--- config.mk ---
export PLATFORM = sky130hd
export DESIGN_NAME = tcpp_cordic
export DESIGN_NICKNAME = d
export VERILOG_FILES = /design/src/sv/tcpp_pkg.sv /design/src/sv/tcpp_cordic.sv
export SDC_FILE = /design/constraint.sdc
export NUM_CORES = 2
export LEC_CHECK = 0
export BUFFER_PORTS_ARGS = -buffer_cell sky130_fd_sc_hd__buf_2
export CAP_MARGIN = 30
export CORE_UTILIZATION = 60
export DETAILED_ROUTE_END_ITERATION = 7
export GPL_TIMING_DRIVEN = 1
export PLACE_DENSITY = 0.72
export REMOVE_ABC_BUFFERS = 1
export SYNTH_ARGS = -nofsm -noshare
export SYNTH_HDL_FRONTEND = slang
export SYNTH_SLANG_ARGS = --single-unit
--- constraint.sdc ---
create_clock -name clk -period 11 [get_ports clk]
set_clock_uncertainty 0.15 [all_clocks]
set_input_delay 0 -clock clk [delete_from_list [all_inputs] [get_ports clk]]
set_output_delay 0 -clock clk [all_outputs]
set_load 0.01 [all_outputs]
--- src/sv/tcpp_pkg.sv ---
// shared constants, widths and the cordic arctangent table for the tilted circle projector
// no dependencies; used by tcpp_cordic, tcpp_div and the top level
`default_nettype none

package tcpp_pkg;

  // angle path
  localparam int ANG_W        = 14;   // angle in 1/16 degree, one bit above the 13-bit fields
  localparam int CORDIC_STEPS = 16;
  localparam int X_W          = 33;   // q30 cordic vector with headroom
  localparam int Z_W          = 26;   // residual angle in q16 degrees
  localparam int TRIG_W       = 16;   // q14 sine and cosine in [-16384, 16384]
  localparam int TRIG_ONE     = 16384;

  localparam logic signed [X_W-1:0]   CORDIC_GAIN   = X_W'(652032874);
  localparam logic signed [ANG_W-1:0] FULL_TURN     = ANG_W'(5760);
  localparam logic signed [ANG_W-1:0] HALF_TURN     = ANG_W'(2880);
  localparam logic signed [ANG_W-1:0] QUARTER_TURN  = ANG_W'(1440);
  localparam logic signed [ANG_W-1:0] THREE_QUARTER = ANG_W'(4320);

  // projection path
  localparam int NUM_W    = 30;   // depth and numerators in 1/256 mm
  localparam int N_W      = 64;   // focal * numerator * pixel scale
  localparam int NM_W     = 48;   // numerator magnitude after the 65536 scale
  localparam int DIV_BITS = 15;   // quotient bits below the saturation bit
  localparam int PIX_W    = 16;

  // cycles from an accepted start to its done strobe
  localparam int CORDIC_LAT = CORDIC_STEPS + 2;
  localparam int MID_LAT    = 6;
  localparam int DIV_LAT    = DIV_BITS + 3;
  localparam int LAT        = CORDIC_LAT + MID_LAT + DIV_LAT;

  // register file
  localparam int ADDR_W = 5;

  typedef enum logic [2:0] {
    REG_TILT_X = 3'd0,
    REG_TILT_Y = 3'd1,
    REG_RADIUS = 3'd2,
    REG_CX     = 3'd3,
    REG_CY     = 3'd4,
    REG_CZ     = 3'd5,
    REG_FOCAL  = 3'd6,
    REG_PPM    = 3'd7
  } reg_idx_t;

  // atan(2^-i) in q16 degrees
  function automatic logic signed [Z_W-1:0] atan_q16(input logic [3:0] idx);
    case (idx)
      4'd0:    atan_q16 = Z_W'(2949120);
      4'd1:    atan_q16 = Z_W'(1740967);
      4'd2:    atan_q16 = Z_W'(919879);
      4'd3:    atan_q16 = Z_W'(466945);
      4'd4:    atan_q16 = Z_W'(234379);
      4'd5:    atan_q16 = Z_W'(117304);
      4'd6:    atan_q16 = Z_W'(58666);
      4'd7:    atan_q16 = Z_W'(29335);
      4'd8:    atan_q16 = Z_W'(14668);
      4'd9:    atan_q16 = Z_W'(7334);
      4'd10:   atan_q16 = Z_W'(3667);
      4'd11:   atan_q16 = Z_W'(1833);
      4'd12:   atan_q16 = Z_W'(917);
      4'd13:   atan_q16 = Z_W'(458);
      4'd14:   atan_q16 = Z_W'(229);
      4'd15:   atan_q16 = Z_W'(115);
      default: atan_q16 = '0;
    endcase
  endfunction

endpackage

`default_nettype wire

--- src/sv/tcpp_cordic.sv ---
// pipelined rotation-mode cordic: angle in 1/16 degree to q14 sine and cosine
// depends on tcpp_pkg; one angle per cycle
`default_nettype none

module tcpp_cordic (
  input  logic                               clk,
  input  logic signed [tcpp_pkg::ANG_W-1:0]  ang,
  output logic signed [tcpp_pkg::TRIG_W-1:0] sin_q14,
  output logic signed [tcpp_pkg::TRIG_W-1:0] cos_q14
);

  logic signed [tcpp_pkg::ANG_W-1:0] a_mod;
  logic signed [tcpp_pkg::ANG_W-1:0] a_fold;
  logic                              fold_neg;
  logic signed [tcpp_pkg::Z_W-1:0]   z0;

  logic signed [tcpp_pkg::X_W-1:0] xs [0:tcpp_pkg::CORDIC_STEPS];
  logic signed [tcpp_pkg::X_W-1:0] ys [0:tcpp_pkg::CORDIC_STEPS];
  logic signed [tcpp_pkg::Z_W-1:0] zs [0:tcpp_pkg::CORDIC_STEPS];
  logic                            negs [0:tcpp_pkg::CORDIC_STEPS];

  function automatic logic signed [tcpp_pkg::TRIG_W-1:0] to_q14(
    input logic signed [tcpp_pkg::X_W-1:0] v
  );
    logic signed [tcpp_pkg::X_W:0]    s;
    logic signed [tcpp_pkg::X_W-16:0] r;
    s = (tcpp_pkg::X_W+1)'(v) + 32768;
    r = (tcpp_pkg::X_W-15)'(s >>> 16);
    if (r > tcpp_pkg::TRIG_ONE) begin
      r = (tcpp_pkg::X_W-15)'(tcpp_pkg::TRIG_ONE);
    end else if (r < -tcpp_pkg::TRIG_ONE) begin
      r = -(tcpp_pkg::X_W-15)'(tcpp_pkg::TRIG_ONE);
    end
    to_q14 = tcpp_pkg::TRIG_W'(r);
  endfunction

  // reduce to one turn (exact for angles of -5760 and up), then fold into [-90, 90] degrees
  always_comb begin
    a_mod = ang;
    if (ang < 0) begin
      a_mod = ang + tcpp_pkg::FULL_TURN;
    end else if (ang >= tcpp_pkg::FULL_TURN) begin
      a_mod = ang - tcpp_pkg::FULL_TURN;
    end
    a_fold   = a_mod;
    fold_neg = 1'b0;
    if (a_mod > tcpp_pkg::QUARTER_TURN && a_mod <= tcpp_pkg::THREE_QUARTER) begin
      a_fold   = a_mod - tcpp_pkg::HALF_TURN;
      fold_neg = 1'b1;
    end else if (a_mod > tcpp_pkg::THREE_QUARTER) begin
      a_fold = a_mod - tcpp_pkg::FULL_TURN;
    end
    z0 = tcpp_pkg::Z_W'(a_fold) <<< 12;
  end

  always_ff @(posedge clk) begin
    xs[0]   <= tcpp_pkg::CORDIC_GAIN;
    ys[0]   <= '0;
    zs[0]   <= z0;
    negs[0] <= fold_neg;
    for (int i = 0; i < tcpp_pkg::CORDIC_STEPS; i++) begin
      if (zs[i] >= 0) begin
        xs[i+1] <= xs[i] - (ys[i] >>> i);
        ys[i+1] <= ys[i] + (xs[i] >>> i);
        zs[i+1] <= zs[i] - tcpp_pkg::atan_q16(4'(i));
      end else begin
        xs[i+1] <= xs[i] + (ys[i] >>> i);
        ys[i+1] <= ys[i] - (xs[i] >>> i);
        zs[i+1] <= zs[i] + tcpp_pkg::atan_q16(4'(i));
      end
      negs[i+1] <= negs[i];
    end
    if (negs[tcpp_pkg::CORDIC_STEPS]) begin
      sin_q14 <= -to_q14(ys[tcpp_pkg::CORDIC_STEPS]);
      cos_q14 <= -to_q14(xs[tcpp_pkg::CORDIC_STEPS]);
    end else begin
      sin_q14 <= to_q14(ys[tcpp_pkg::CORDIC_STEPS]);
      cos_q14 <= to_q14(xs[tcpp_pkg::CORDIC_STEPS]);
    end
  end

endmodule

`default_nettype wire

# Word level (Yosys, flattened, before mapping)
# Memory sizes are Yosys's and may differ from the RTL's.
# Index checks and enable logic that the tools add are counted.
# totals
mem_count	4
elab_cells	324
ram_bits	1581
ff_bits	32
output_inout_bits	32
# op_classes
addsub	103
order_cmp	25
bitwise_logic	48
reduce_logical	1
mux	141
# mem_list
memory	depth	word_bits	rd	rd_ports_with_merged_regs	write_ports	line_no	text
xs	17	33	17	0	17	tcpp_cordic.sv:17	logic signed [tcpp_pkg::X_W-1:0] xs [0:tcpp_pkg::CORDIC_STEPS];
ys	17	33	17	0	17	tcpp_cordic.sv:18	logic signed [tcpp_pkg::X_W-1:0] ys [0:tcpp_pkg::CORDIC_STEPS];
zs	17	26	16	0	17	tcpp_cordic.sv:19	logic signed [tcpp_pkg::Z_W-1:0] zs [0:tcpp_pkg::CORDIC_STEPS];
negs	17	1	17	0	17	tcpp_cordic.sv:20	logic negs [0:tcpp_pkg::CORDIC_STEPS];
# ops
cell	count
2-to-1 mux 26 bit	48
2-to-1 mux 33 bit	32
adder 26 bit	16
greater-or-equal comparator 26 x 1 -> 1 bit, second input constant	16
subtractor 26 bit	16
2-to-1 mux 16 bit	8
adder 33 x 17 -> 34 bit, second input constant	2
adder 33 x 18 -> 33 bit	2
adder 33 x 19 -> 33 bit	2
adder 33 x 20 -> 33 bit	2
adder 33 x 21 -> 33 bit	2
adder 33 x 22 -> 33 bit	2
adder 33 x 23 -> 33 bit	2
adder 33 x 24 -> 33 bit	2
adder 33 x 25 -> 33 bit	2
adder 33 x 26 -> 33 bit	2
adder 33 x 27 -> 33 bit	2
adder 33 x 28 -> 33 bit	2
adder 33 x 29 -> 33 bit	2
adder 33 x 30 -> 33 bit	2
adder 33 x 31 -> 33 bit	2
adder 33 x 32 -> 33 bit	2
subtractor 33 x 18 -> 33 bit	2
subtractor 33 x 19 -> 33 bit	2
30 further kinds	146

# Longest topological paths before layout
# An unclocked memory read counts as a cell.
# depth
depth_word	8
depth_mapped	23
ltp_nobuf	21

# Worst setup path before layout
# OpenSTA, ideal clock, no wires.
# synth_path
kind	reg-to-reg
startpoint	mem ys[10][17] in the netlist's numbering
endpoint	mem xs[11][31] in the netlist's numbering
period_less_slack_ns	5.165
setup_ns	0.072
arrival_time_ns	4.943
n_path_buf	0
path_slack_ns	5.835
path_stages_with_launch	20
path_cell_list	dfxtp_1 or4_1 nor4_1 nand2b_1 or4_1 or3_1 nand2_1 xor2_1 ha_1 a21o_1 a21o_1 a21o_1 a21o_1 a221o_1 o311ai_1 o31ai_1 o41a_1 a21o_1 a21oi_1 xnor2_1
# synth_rtl
item	line_no
start, declared	tcpp_cordic.sv:18
end, declared	tcpp_cordic.sv:17

==> results.md <==
* Status: complete, no violations
* Post-route ant nets at 0
* CTS tree: done
* Critical path type: register to register
* Cell Rows at 148
* WL final at 256900 um
* R2R Setup Slk at 4880 ps
* Critical Path Fanout Max at 56
* Width of the die at 406.7 um
* Layout area overhead at 8.457%
* Warnings from Yosys at 0
* Number of global-route vias before repair at 80780
* Period utilisation layout at 0.5564
* CP Capture Type: register
* Max_cap viols at 0
* Core Util, Final at 0.6554
* Crit-path slowest cell: a2111oi_0
* Setup Viol. Count Final at 0
* Hold EP: negs[14]
* Hold Path Cell Cnt at 0
* Worst-Skew Late Latency at 810 ps
* Synth Instances at 11590
* R2R depth at 20
* Worst path buffer plus inverter count at 3
* Yosys reg bits at 1329
* Number of DRC markers in iteration 0 at 5211
* Count of cell types in the netlist at 97
* Synth area leader: dfxtp_1
* Die height at 406.7 um
* Min-delay worst type: register to register
* DRC viols at 0
* Initial Utilization at 0.6043
* Slew HR at 0.2988
* DPL Wire Length at 206100 um
* Ys async rst share at 0
* Hold Vio Cnt, Final at 0
* Top FF cell, synth: dfxtp_1
* TritonCTS Sinks at 1329
* Fin worst setup slack at 4879 ps
* Worst-path clk slew at 60 ps
* Cells along the critical path: nor4_1, nand4_1, nor2_1, nor2_4, buf_4, inv_1, buf_4, nor2_1, xor2_1, ha_1, a21o_1, a2111oi_0, o31ai_1, and4_1, or4_1, nand2_1, o211ai_1, a31o_2, a21oi_1, xnor2_1
* Critical Path Source Type: register
* Io pins at 47
* First-pass GRT wire length at 412800 um
* Clock buffer count from CTS at 155
* Mapped cell area at 98250 um^2
* Sequential share of the synthesized area at 0.2708
* RSZ-0062 raised after global routing: false
* Core footprint at 162600 um^2
* Mean Syn Cell Area at 8.481 um^2
* First-pass DRT Iterations at 8
* Peak Freq at 163.4 MHz
* Drt via density at 5.995
* Post-synth top area share at 0.2708
* Worst-Margin Slew at 1042 ps
* Setup slack after placement at 4951 ps
* Post-Route Setup TNS at 0 ps
* RR Endpoint: ys[4][31]
* Die area at 165400 um^2
* Post-Place Cell Area at 100800 um^2
* Post_cts resized at 0
* Longest Clk Path Bufs at 3
* Gr usage total at 0.3045
* Vias at 83900
* Arr. time, crit path at 6710 ps
* Worst Path Required at 11590 ps
* Routability congestion estimate at 0.9786
* Global route overflow at 0
* Share of cells above drive strength 1 at 0.04028
* Minimum clock period at 6121 ps
* FF-to-FF Start: zs[3][2]
* Number of synthesized flops with an enable pin at 0
* Fin area at 106600 um^2
* Most instantiated cells after synthesis: dfxtp_1, ha_1, xnor2_1
* # port buffers at 46
* Count leader, synth: dfxtp_1
* Htree depth at 4
* Delay-heaviest family, CP: simple AND/OR/NAND/NOR gates
* Top post-synthesis cells by area: dfxtp_1, ha_1, xnor2_1
* Pin count of the biggest net entering global routing at 63
* Pins Over Slew Limit at 0
* Nets at 13010
* Drt wl/cell at 18.35 um
* CTS Root Cell: clkbuf_16
* Slowest cell delay on critical path at 910 ps
* Stages on the worst setup path at 20
* Initial antenna violation count at 5
* Worst hold start: negs[13]
[registers in the layout (all words and copies together) (netlist names)]
name	flops
cos_q14	16
sin_q14	16
ys	480
zs	345
xs	455
negs	17
[layer usage]
metal,up-vias,track usage,part of all wire
met4,4,0.1392,0.044
met2,2037,0.5327,0.48
met3,546,0.04505,0.047
li1,42070,-,-
met1,39250,0.3659,0.43
met5,-,0,0.00011
[logic make-up (layout without fill, tap and decap cells)]
kind of cell	after synthesis	count (layout)	synth area share
other cells	0	3	0
compound gates	3402	3402	0.2233
flops	1329	1329	0.2708
xor+xnor	1675	1675	0.1495
fa+ha+maj	1308	1308	0.1695
buf+inv	677	909	0.02604
mux	68	68	0.007043
simple gates	3126	3126	0.1538
[area by class of cell]
class	count	area [um^2]
diodes	3	7.507
clock buffers	212	4404
clock inverters	72	950.9
fillers	13990	56030
inverters	511	1918
multi-input cells	9579	69110
flip-flops and latches	1329	26610
well taps	2175	2721
repair buffers	114	832.0
[how the worst max path moves through the flow]
stage | end | slack (ps) | from
2_1_floorplan | ys[4][31] | 4410 | zs[3][25]
3_3_place_gp | ys[4][31] | 5090 | zs[3][2]
3_5_place_dp | ys[4][31] | 4950 | zs[3][2]
4_1_cts | ys[4][31] | 4910 | zs[3][2]
5_1_grt | ys[4][31] | 4500 | zs[3][2]
6_report | ys[4][31] | 4880 | zs[3][2]
[timing repair]
action                                 in CTS  in global routing
endpoints found under the hold margin      15                  0
buffers inserted                            0                  0
hold buffers                               34                  0
[cell usage in the layout (no fill, tap or decap), types with 68 or more instances in the layout]
cell	Yosys	final
dfxtp_1	1329	1324
or4_1	73	73
a211oi_1	100	100
clkbuf_16	0	156
inv_1	502	502
o21a_1	203	203
ha_1	1270	1270
or3_1	91	91
a21oi_1	967	967
a31oi_1	68	68
a21o_1	467	467
nor2b_1	173	173
nor4_1	106	106
nor3_1	244	244
o41ai_1	91	91
nand2_1	724	724
o21bai_1	149	149
xor2_1	592	592
nor2_1	949	943
nand4_1	85	85
o31ai_1	179	179
xnor2_1	1081	1081
nand3_1	200	200
nand2b_1	187	187
o21ai_0	686	686
and3_1	97	97
[through the flow]
stage	hold slack [ps]	std cells
global route	182.4	13990
detailed placement	-35.37	13670
CTS	175.5	13990
finish	175.6	14000
floorplan	-122.3	11420
global placement	-35.09	13670
Power is not shown: default switching activity piles up to over one toggle a cycle in this logic, so the estimate is an artifact.
