**config.mk**
```make
export PLATFORM = sky130hd
export DESIGN_NAME = tcpp_div
export DESIGN_NICKNAME = d
export VERILOG_FILES = /design/src/sv/tcpp_pkg.sv /design/src/sv/tcpp_div.sv
export SDC_FILE = /design/constraint.sdc
export NUM_CORES = 2
export LEC_CHECK = 0
export BUFFER_PORTS_ARGS = -buffer_cell sky130_fd_sc_hd__buf_2
export CORE_ASPECT_RATIO = 0.7
export CORE_MARGIN = 4
export CORE_UTILIZATION = 55
export CTS_BUF_LIST = sky130_fd_sc_hd__clkbuf_2 sky130_fd_sc_hd__clkbuf_4 sky130_fd_sc_hd__clkbuf_8
export CTS_CLUSTER_DIAMETER = 40
export CTS_CLUSTER_SIZE = 16
export DETAILED_ROUTE_END_ITERATION = 7
export GPL_TIMING_DRIVEN = 0
export PLACE_DENSITY = 0.74
export SLEW_MARGIN = 30
export SYNTH_ARGS = -nofsm -noshare
export SYNTH_HDL_FRONTEND = slang
export SYNTH_SLANG_ARGS = --single-unit
```
**constraint.sdc**
```tcl
create_clock -name clk -period 5.1 [get_ports clk]
set_clock_uncertainty 0.1 [all_clocks]
set_input_delay 1.53 -clock clk [delete_from_list [all_inputs] [get_ports clk]]
set_output_delay 1.53 -clock clk [all_outputs]
set_load 0.1 [all_outputs]
```
**src/sv/tcpp_pkg.sv**
```systemverilog
// shared constants, widths and the cordic arctangent table for the tilted circle projector
// no dependencies; used by tcpp_cordic, tcpp_div and the top level
`default_nettype none

package tcpp_pkg;

  // angle path
  localparam int ANG_W        = 14;   // angle in 1/16 degree, one bit above the 13-bit fields
  localparam int CORDIC_STEPS = 16;
  localparam int X_W          = 33;   // q30 cordic vector with headroom
  localparam int Z_W          = 26;   // residual angle in q16 degrees
  localparam int TRIG_W       = 16;   // q14 sine and cosine in [-16384, 16384]
  localparam int TRIG_ONE     = 16384;

  localparam logic signed [X_W-1:0]   CORDIC_GAIN   = X_W'(652032874);
  localparam logic signed [ANG_W-1:0] FULL_TURN     = ANG_W'(5760);
  localparam logic signed [ANG_W-1:0] HALF_TURN     = ANG_W'(2880);
  localparam logic signed [ANG_W-1:0] QUARTER_TURN  = ANG_W'(1440);
  localparam logic signed [ANG_W-1:0] THREE_QUARTER = ANG_W'(4320);

  // projection path
  localparam int NUM_W    = 30;   // depth and numerators in 1/256 mm
  localparam int N_W      = 64;   // focal * numerator * pixel scale
  localparam int NM_W     = 48;   // numerator magnitude after the 65536 scale
  localparam int DIV_BITS = 15;   // quotient bits below the saturation bit
  localparam int PIX_W    = 16;

  // cycles from an accepted start to its done strobe
  localparam int CORDIC_LAT = CORDIC_STEPS + 2;
  localparam int MID_LAT    = 6;
  localparam int DIV_LAT    = DIV_BITS + 3;
  localparam int LAT        = CORDIC_LAT + MID_LAT + DIV_LAT;

  // register file
  localparam int ADDR_W = 5;

  typedef enum logic [2:0] {
    REG_TILT_X = 3'd0,
    REG_TILT_Y = 3'd1,
    REG_RADIUS = 3'd2,
    REG_CX     = 3'd3,
    REG_CY     = 3'd4,
    REG_CZ     = 3'd5,
    REG_FOCAL  = 3'd6,
    REG_PPM    = 3'd7
  } reg_idx_t;

  // atan(2^-i) in q16 degrees
  function automatic logic signed [Z_W-1:0] atan_q16(input logic [3:0] idx);
    case (idx)
      4'd0:    atan_q16 = Z_W'(2949120);
      4'd1:    atan_q16 = Z_W'(1740967);
      4'd2:    atan_q16 = Z_W'(919879);
      4'd3:    atan_q16 = Z_W'(466945);
      4'd4:    atan_q16 = Z_W'(234379);
      4'd5:    atan_q16 = Z_W'(117304);
      4'd6:    atan_q16 = Z_W'(58666);
      4'd7:    atan_q16 = Z_W'(29335);
      4'd8:    atan_q16 = Z_W'(14668);
      4'd9:    atan_q16 = Z_W'(7334);
      4'd10:   atan_q16 = Z_W'(3667);
      4'd11:   atan_q16 = Z_W'(1833);
      4'd12:   atan_q16 = Z_W'(917);
      4'd13:   atan_q16 = Z_W'(458);
      4'd14:   atan_q16 = Z_W'(229);
      4'd15:   atan_q16 = Z_W'(115);
      default: atan_q16 = '0;
    endcase
  endfunction

endpackage

`default_nettype wire

```
**src/sv/tcpp_div.sv**
```systemverilog
// pipelined restoring divider: saturated 16-bit quotient of n / (depth * 65536)
// depends on tcpp_pkg; one pair per cycle
`default_nettype none

module tcpp_div (
  input  logic                              clk,
  input  logic signed [tcpp_pkg::N_W-1:0]   n,
  input  logic signed [tcpp_pkg::NUM_W-1:0] depth,
  output logic signed [tcpp_pkg::PIX_W-1:0] pixel,
  output logic                              zero
);

  typedef struct packed {
    logic qneg;   // quotient sign
    logic npos;
    logic nneg;
    logic dz;     // zero depth
    logic ovf;    // magnitude at or above 32768
  } div_flags_t;

  logic [tcpp_pkg::N_W-1:0]   nmag;
  logic [tcpp_pkg::NUM_W-1:0] dmag;

  logic [tcpp_pkg::NM_W-1:0]  nm_a;
  logic [tcpp_pkg::NUM_W-1:0] dm_a;
  div_flags_t                 fl_a;
  div_flags_t                 fl_b;

  logic [tcpp_pkg::NM_W-1:0]     rem  [0:tcpp_pkg::DIV_BITS];
  logic [tcpp_pkg::NUM_W-1:0]    dms  [0:tcpp_pkg::DIV_BITS];
  logic [tcpp_pkg::DIV_BITS-1:0] qs   [0:tcpp_pkg::DIV_BITS];
  div_flags_t                    fls  [0:tcpp_pkg::DIV_BITS];
  logic [tcpp_pkg::NM_W-1:0]     trial [0:tcpp_pkg::DIV_BITS-1];

  assign nmag = n[tcpp_pkg::N_W-1] ? tcpp_pkg::N_W'(-n) : tcpp_pkg::N_W'(n);
  assign dmag = depth[tcpp_pkg::NUM_W-1] ? tcpp_pkg::NUM_W'(-depth) : tcpp_pkg::NUM_W'(depth);

  always_comb begin
    for (int i = 0; i < tcpp_pkg::DIV_BITS; i++) begin
      trial[i] = tcpp_pkg::NM_W'(dms[i]) << (tcpp_pkg::DIV_BITS - 1 - i);
    end
  end

  // saturation check folded into the flags
  always_comb begin
    fl_b     = fl_a;
    fl_b.ovf = nm_a >= (tcpp_pkg::NM_W'(dm_a) << tcpp_pkg::DIV_BITS);
  end

  always_ff @(posedge clk) begin
    // magnitudes and signs
    nm_a      <= nmag[tcpp_pkg::N_W-1:16];
    dm_a      <= dmag;
    fl_a.qneg <= n[tcpp_pkg::N_W-1] ^ depth[tcpp_pkg::NUM_W-1];
    fl_a.npos <= (n > 0);
    fl_a.nneg <= n[tcpp_pkg::N_W-1];
    fl_a.dz   <= (depth == '0);
    fl_a.ovf  <= 1'b0;

    // saturation check
    rem[0] <= nm_a;
    dms[0] <= dm_a;
    qs[0]  <= '0;
    fls[0] <= fl_b;

    // one quotient bit per stage, msb first
    for (int i = 0; i < tcpp_pkg::DIV_BITS; i++) begin
      if (rem[i] >= trial[i]) begin
        rem[i+1] <= rem[i] - trial[i];
        qs[i+1]  <= {qs[i][tcpp_pkg::DIV_BITS-2:0], 1'b1};
      end else begin
        rem[i+1] <= rem[i];
        qs[i+1]  <= {qs[i][tcpp_pkg::DIV_BITS-2:0], 1'b0};
      end
      dms[i+1] <= dms[i];
      fls[i+1] <= fls[i];
    end

    // sign, saturation and zero depth
    zero <= fls[tcpp_pkg::DIV_BITS].dz;
    if (fls[tcpp_pkg::DIV_BITS].dz) begin
      if (fls[tcpp_pkg::DIV_BITS].npos) begin
        pixel <= {1'b0, {(tcpp_pkg::PIX_W-1){1'b1}}};
      end else if (fls[tcpp_pkg::DIV_BITS].nneg) begin
        pixel <= {1'b1, {(tcpp_pkg::PIX_W-1){1'b0}}};
      end else begin
        pixel <= '0;
      end
    end else if (fls[tcpp_pkg::DIV_BITS].ovf) begin
      if (fls[tcpp_pkg::DIV_BITS].qneg) begin
        pixel <= {1'b1, {(tcpp_pkg::PIX_W-1){1'b0}}};
      end else begin
        pixel <= {1'b0, {(tcpp_pkg::PIX_W-1){1'b1}}};
      end
    end else if (fls[tcpp_pkg::DIV_BITS].qneg) begin
      pixel <= -tcpp_pkg::PIX_W'({1'b0, qs[tcpp_pkg::DIV_BITS]});
    end else begin
      pixel <= tcpp_pkg::PIX_W'({1'b0, qs[tcpp_pkg::DIV_BITS]});
    end
  end

endmodule

`default_nettype wire

```
Yosys cells after proc, flatten, opt, wreduce, memory -nomap -nowiden
Memory sizes are Yosys's and may differ from the RTL's. Index checks and enable logic that the tools add are counted.

Word-level logic and storage cells: 164. Bits in registers: 99. Memories: 4. Bits of input ports: 95. Memory bits (writable): 1568. Output and inout bits: 17.

Memories: rem (words 16, bits a word 48, rd ports 15, clocked after memory_dff 0, write ports 16, RTL line tcpp_div.sv:29) `logic [tcpp_pkg::NM_W-1:0] rem [0:tcpp_pkg::DIV_BITS];`; dms (words 16, bits a word 30, rd ports 15, clocked after memory_dff 0, write ports 16, RTL line tcpp_div.sv:30) `logic [tcpp_pkg::NUM_W-1:0] dms [0:tcpp_pkg::DIV_BITS];`; qs (words 16, bits a word 15, rd ports 16, clocked after memory_dff 0, write ports 16, RTL line tcpp_div.sv:31) `logic [tcpp_pkg::DIV_BITS-1:0] qs [0:tcpp_pkg::DIV_BITS];`; fls (words 16, bits a word 5, rd ports 16, clocked after memory_dff 0, write ports 16, RTL line tcpp_div.sv:32) `div_flags_t fls [0:tcpp_pkg::DIV_BITS];`.

Multiplexer cells: 83. Bitwise operators: 31. $lt $le $gt $ge: 17. Add/sub/neg operators: 18. Reduce and logical (&&, ||, !) cells: 1.

Operators by type and width (count): 48-bit 2-to-1 mux (15); 15-bit 2-to-1 mux (15); 16-bit 2-to-1 mux (6); 64-bit by 1-bit > comparator with 1-bit output (second input constant) (1); 64-bit negator (1); 63-bit 2-to-1 mux (1); 48-bit by 30-bit greater-or-equal comparator with 1-bit output (1); 48-bit by 31-bit greater-or-equal comparator with 1-bit output (1); 48-bit by 32-bit greater-or-equal comparator with 1-bit output (1); 48-bit by 33-bit greater-or-equal comparator with 1-bit output (1); 48-bit by 34-bit greater-or-equal comparator with 1-bit output (1); 48-bit by 35-bit greater-or-equal comparator with 1-bit output (1); 48-bit by 36-bit greater-or-equal comparator with 1-bit output (1); 48-bit by 37-bit greater-or-equal comparator with 1-bit output (1); 48-bit by 38-bit greater-or-equal comparator with 1-bit output (1); 48-bit by 39-bit greater-or-equal comparator with 1-bit output (1); 48-bit by 40-bit greater-or-equal comparator with 1-bit output (1); 48-bit by 41-bit greater-or-equal comparator with 1-bit output (1); 48-bit by 42-bit greater-or-equal comparator with 1-bit output (1); 48-bit by 43-bit greater-or-equal comparator with 1-bit output (1); 48-bit by 44-bit greater-or-equal comparator with 1-bit output (1); 48-bit by 45-bit greater-or-equal comparator with 1-bit output (1); 48-bit by 30-bit subtractor with 48-bit output (1); 48-bit by 31-bit subtractor with 48-bit output (1); other kinds (20) (93).

Depth between registers and ports, before layout
An unclocked memory read counts as a cell.

Depth in word-level cells: 5. Mapped depth: 17. Depth with buffers taken out: 17.

Worst setup path after synthesis
Ideal clock, no wire load.

Path type: in2reg. Start: input n[12] (netlist bit). End: register nm_a[46] (netlist bit). Path buffers: 0. Stages on the path: 10. Arrival time: 4651 ps. Setup time: 72 ps. Slack: 276 ps. Required time: 4928 ps. Cell sequence: nor4_1 -> nand4_1 -> or4b_4 -> or4_4 -> or3_4 -> or4_4 -> or2_4 -> or3_4 -> o21ai_2 -> xnor2_1.

Word-level cells in the longest chain between the ends: 2.

RTL lines: start, declared (RTL line tcpp_div.sv:7) `input logic signed [tcpp_pkg::N_W-1:0] n,`; 64-bit negator (RTL line tcpp_div.sv:35) `assign nmag = n[tcpp_pkg::N_W-1] ? tcpp_pkg::N_W'(-n) : tcpp_pkg::N_W'(n);`; 63-bit 2-to-1 mux (RTL line tcpp_div.sv:35); via nmag, one bit (RTL line tcpp_div.sv:21) `logic [tcpp_pkg::N_W-1:0] nmag;`; end signal, assigned (RTL line tcpp_div.sv:52) `nm_a <= nmag[tcpp_pkg::N_W-1:16];`; end, declared (RTL line tcpp_div.sv:24) `logic [tcpp_pkg::NM_W-1:0] nm_a;`.

The timed path passes the listed nets, and every way through them passes these cells. A chain may end at the register's enable or synchronous reset.

==> summary.txt <==
Run status
  • Status: finished, violations left
  • Violated checks: negative setup slack

Place
  • Pre-CTS setup slack: -1.07 ns
  • Final HPWL DP: 146000 µm
  • GPL Wtd Cong: 0.991
  • IO Port Bufs: about 110

CTS
  • Htree depth: 4
  • CTS tree: done
  • Clk_lat worst skew: between 0.9 and 1 ns
  • CTS Sinks: ~1.5k
  • CTS Buf Count: between 100 and 150
  • Clock transition at path regs: roughly 0.1 ns
  • Clock Path Buffers: 3
  • Root Driver: clkbuf_8

Drt
  • Via count: roughly 52k
  • DR iter-0 viols: a little over 6k
  • DRC: 0
  • Via-to-Cell Ratio: between 5 and 6
  • WL final: roughly 180000 µm
  • Initial DRT Pass Iterations: 6
  • WL/cell: ~20 µm
  • Routed Antenna Nets: 0

Global routing
  • Global Route Usage Sum: 29.0%
  • Global-route met2 utilization: 33.2%
  • Gr busiest metal: met1
  • Routing usage on met1: between 40% and 50%
  • Initial antenna violation count: 4
  • First-pass GRT wire length: 278000 µm
  • Grt total ovfl: 0
  • Pin count of the biggest net entering global routing: 17
  • Number of global-route vias before repair: around 47k
  • Met3 Use GR: a little over an eighth

Die
  • IO Pins: between 100 and 150
  • Die height: just under 300 µm
  • Core area: ~120000 µm²
  • Initial Utilization: 55.8%
  • Core Rows: around 100
  • Die W: 417 µm
  • DIE AREA: 123000 µm²

Cells and area
  • Layout overhead on the synthesized area: 9.56%
  • Nets: roughly 8k
  • Share of layout cells above drive strength 1: about 8.1%

Synth
  • Synth area leader: dfxtp_1
  • Number of enable flip-flop cells after synthesis: 0
  • Post-synth ARST share: 0%
  • Flops & latches, synth: approximately 1.5k
  • Mapped Nets: 7566
  • Avg Inst Size Synth: between 9 and 10 µm²
  • Synth warn: 0
  • Synth top area share: between 40% and 50%
  • Post-synth design cell area: ~65000 µm²
  • Mapped Cells: around 7k
  • Netlist cell types: just over 80
  • Main synth FF type: dfxtp_1
  • Top post-synthesis cells by area: dfxtp_1 46%, ha_1 9.3%, a21oi_1 5.5%
  • Seq/Total Area, Yosys: a little under half

Setup path
  • Crit path max-delay cell type: or4_1
  • CP most frequent cell: nand3_1
  • Worst Setup End Kind: flip-flop
  • Crit path max fanout: 10
  • Critical Path RT: 5.76 ns
  • Crit path kind: reg2reg
  • Crit-path cells: inv_1 -> ha_1 -> clkbuf_1 -> nand3_1 -> nor2_4 -> nand3_1 -> or4_1 -> a211oi_1 -> or3b_2 -> clkbuf_2 -> clkdlybuf4s15_2 -> a21oi_1
  • Slowest stage delay, CP: 0.79 ns
  • Crit path DAT: 5.81 ns
  • Critical Path Source Type: flip-flop

STA
  • Final Max Slew Viols: 0
  • Fin. Hold Viols: 0
  • RSZ-0062 raised after global routing: false
  • Fin worst setup slack: -0.0486 ns
  • Setup-violating endpoint count in the final report: 11
  • Post-route setup TNS: -0.306 ns
  • Period minus WS final: a little over 5 ns
  • Relative slew slack: between 30% and 40%
  • F_max: 194 MHz
  • Final cycle utilization of the critical path: 101%
  • Slew @ Worst Pin: a little over 1 ns

Power and ir drop
  • Maximum vdd drop: between 0.3 and 0.4 mV
  • Static leakage: 31.5 nW
  • PD cells: slightly below 700 nW/µm²
  • Final Power: 48.3 mW

Worst hold path
  • Hold crit path type: reg2reg

Job
  • Max Cap Viol: 0
-- cells in the mapped netlist, types with 17 or more instances --
library cell     n
dfxtp_1       1469
a21oi_1        703
inv_1          632
nor2_1         526
ha_1           482
nand2_1        381
xnor2_1        374
o21ai_0        346
a21o_1         251
xor2_1         204
clkbuf_1       170
nand3_1        104
nor3_1         103
mux2_2          95
nand2b_1        83
nand4_1         81
nor4_1          78
o21bai_1        71
a31oi_1         58
o31ai_1         54
or3_1           53
and3_1          52
nor2b_1         52
o21a_1          51
a211oi_1        46
or4_1           35
and2_1          29
o211ai_1        28
or2_2           27
a2111oi_0       20
o41ai_1         20
buf_1           19
a21boi_0        17
nand3b_1        17
nand4b_1        17
-- registers in the layout, indices dropped and copies added (netlist names) --
signal / count
pixel: 16
qs: 120
nm_a: 48
dm_a: 30
fl_a: 4
rem: 720
zero: 1
fls: 80
dms: 450
-- cell type report --
cell class                      count  area, µm²
Sequential cell                  1469      29400
Buffer                            186        757
Tap cell                         1537       1920
Fill cell                        9826      45000
Multi-Input combinational cell   4685      32200
Inverter                          632       2370
Clock inverter                     99       1260
Timing Repair Buffer              121        627
Clock buffer                      157       2130
Antenna cell                        2       5.00
-- power breakdown --
group / internal [mW] / switching, mW
combinational: 9.56 / 13.4
clock: 3.83 / 4.53
sequential: 14.7 / 2.24
-- cell families after synthesis --
group | synth area share [%]
adders and majority gates | 9.78
xor gates and xnor gates | 7.85
DFF | 45.6
buffers and inverters | 4.78
muxes | 1.72
AOI/OAI and AO/OA | 17.1
and+or+nand+nor | 13.1
-- stage by stage --
stage          utilization [%]  hold slack [ns]  cell area (µm²)  std cells
2_1_floorplan                -            0.210            64500       6975
3_3_place_gp              57.9            0.210            67000       8623
3_5_place_dp              58.0            0.212            67100       8628
4_1_cts                   61.0            0.204            70600       8882
5_1_grt                   61.1            0.208            70700       8887
6_report                  61.1            0.200            70700       8888
-- metal layers --
metal  vias up  share of wire [%]
met2      2326                 33
met1     24300                 51
met4         4                1.2
met5         -              0.060
met3       202                 15
li1      24800                  -
-- worst max-delay path: cells and delay by family, from the launching register on --
family,cells,cell delay (ns)
adders and majority gates,1,0.26
AOI/OAI and AO/OA,2,0.47
buffers and inverters,4,1.47
DFF,1,0.34
and+or+nand+nor,5,2.31
-- timing repair --
action | in CTS | in global routing
setup buffers | 0 | 4
setup endpoints to repair | 236 | 284
hold buffers | 0 | 0
gates resized for setup | 25 | 69
pin swaps | 0 | 3
-- worst paths after layout --
check / to / depth (start not counted) / startpoint / slack, ns
max: rem[2][42]$_DFF_P_ / 12 / dms[0][46]$_DFF_P_ / -0.05
min: dms[0][131]$_DFF_P_ / 0 / dms[0][101]$_DFF_P_ / 0.20
max reg2reg: rem[2][42]$_DFF_P_ / 12 / dms[0][46]$_DFF_P_ / -0.05
min reg2reg: dms[0][131]$_DFF_P_ / 0 / dms[0][101]$_DFF_P_ / 0.20
-- layout by cell type, fill, tap and decap left out, types with 18 or more instances in the layout --
master / synthesis / layout
dfxtp_1: 1469 / 1469
a21oi_1: 703 / 702
inv_1: 632 / 632
nor2_1: 526 / 523
ha_1: 482 / 482
nand2_1: 381 / 380
xnor2_1: 374 / 374
o21ai_0: 346 / 342
a21o_1: 251 / 251
xor2_1: 204 / 204
clkbuf_8: 0 / 152
clkbuf_1: 170 / 137
buf_2: 0 / 115
nand3_1: 104 / 104
nor3_1: 103 / 100
mux2_2: 95 / 95
nand2b_1: 83 / 83
nand4_1: 81 / 81
nor4_1: 78 / 72
o21bai_1: 71 / 71
a31oi_1: 58 / 56
o31ai_1: 54 / 54
or3_1: 53 / 53
nor2b_1: 52 / 52
and3_1: 52 / 51
o21a_1: 51 / 51
a211oi_1: 46 / 45
or4_1: 35 / 35
clkbuf_2: 0 / 35
and2_1: 29 / 29
o211ai_1: 28 / 28
or2_2: 27 / 27
o41ai_1: 20 / 19
clkinv_2: 0 / 18
(Power assumes the default switching activity.)
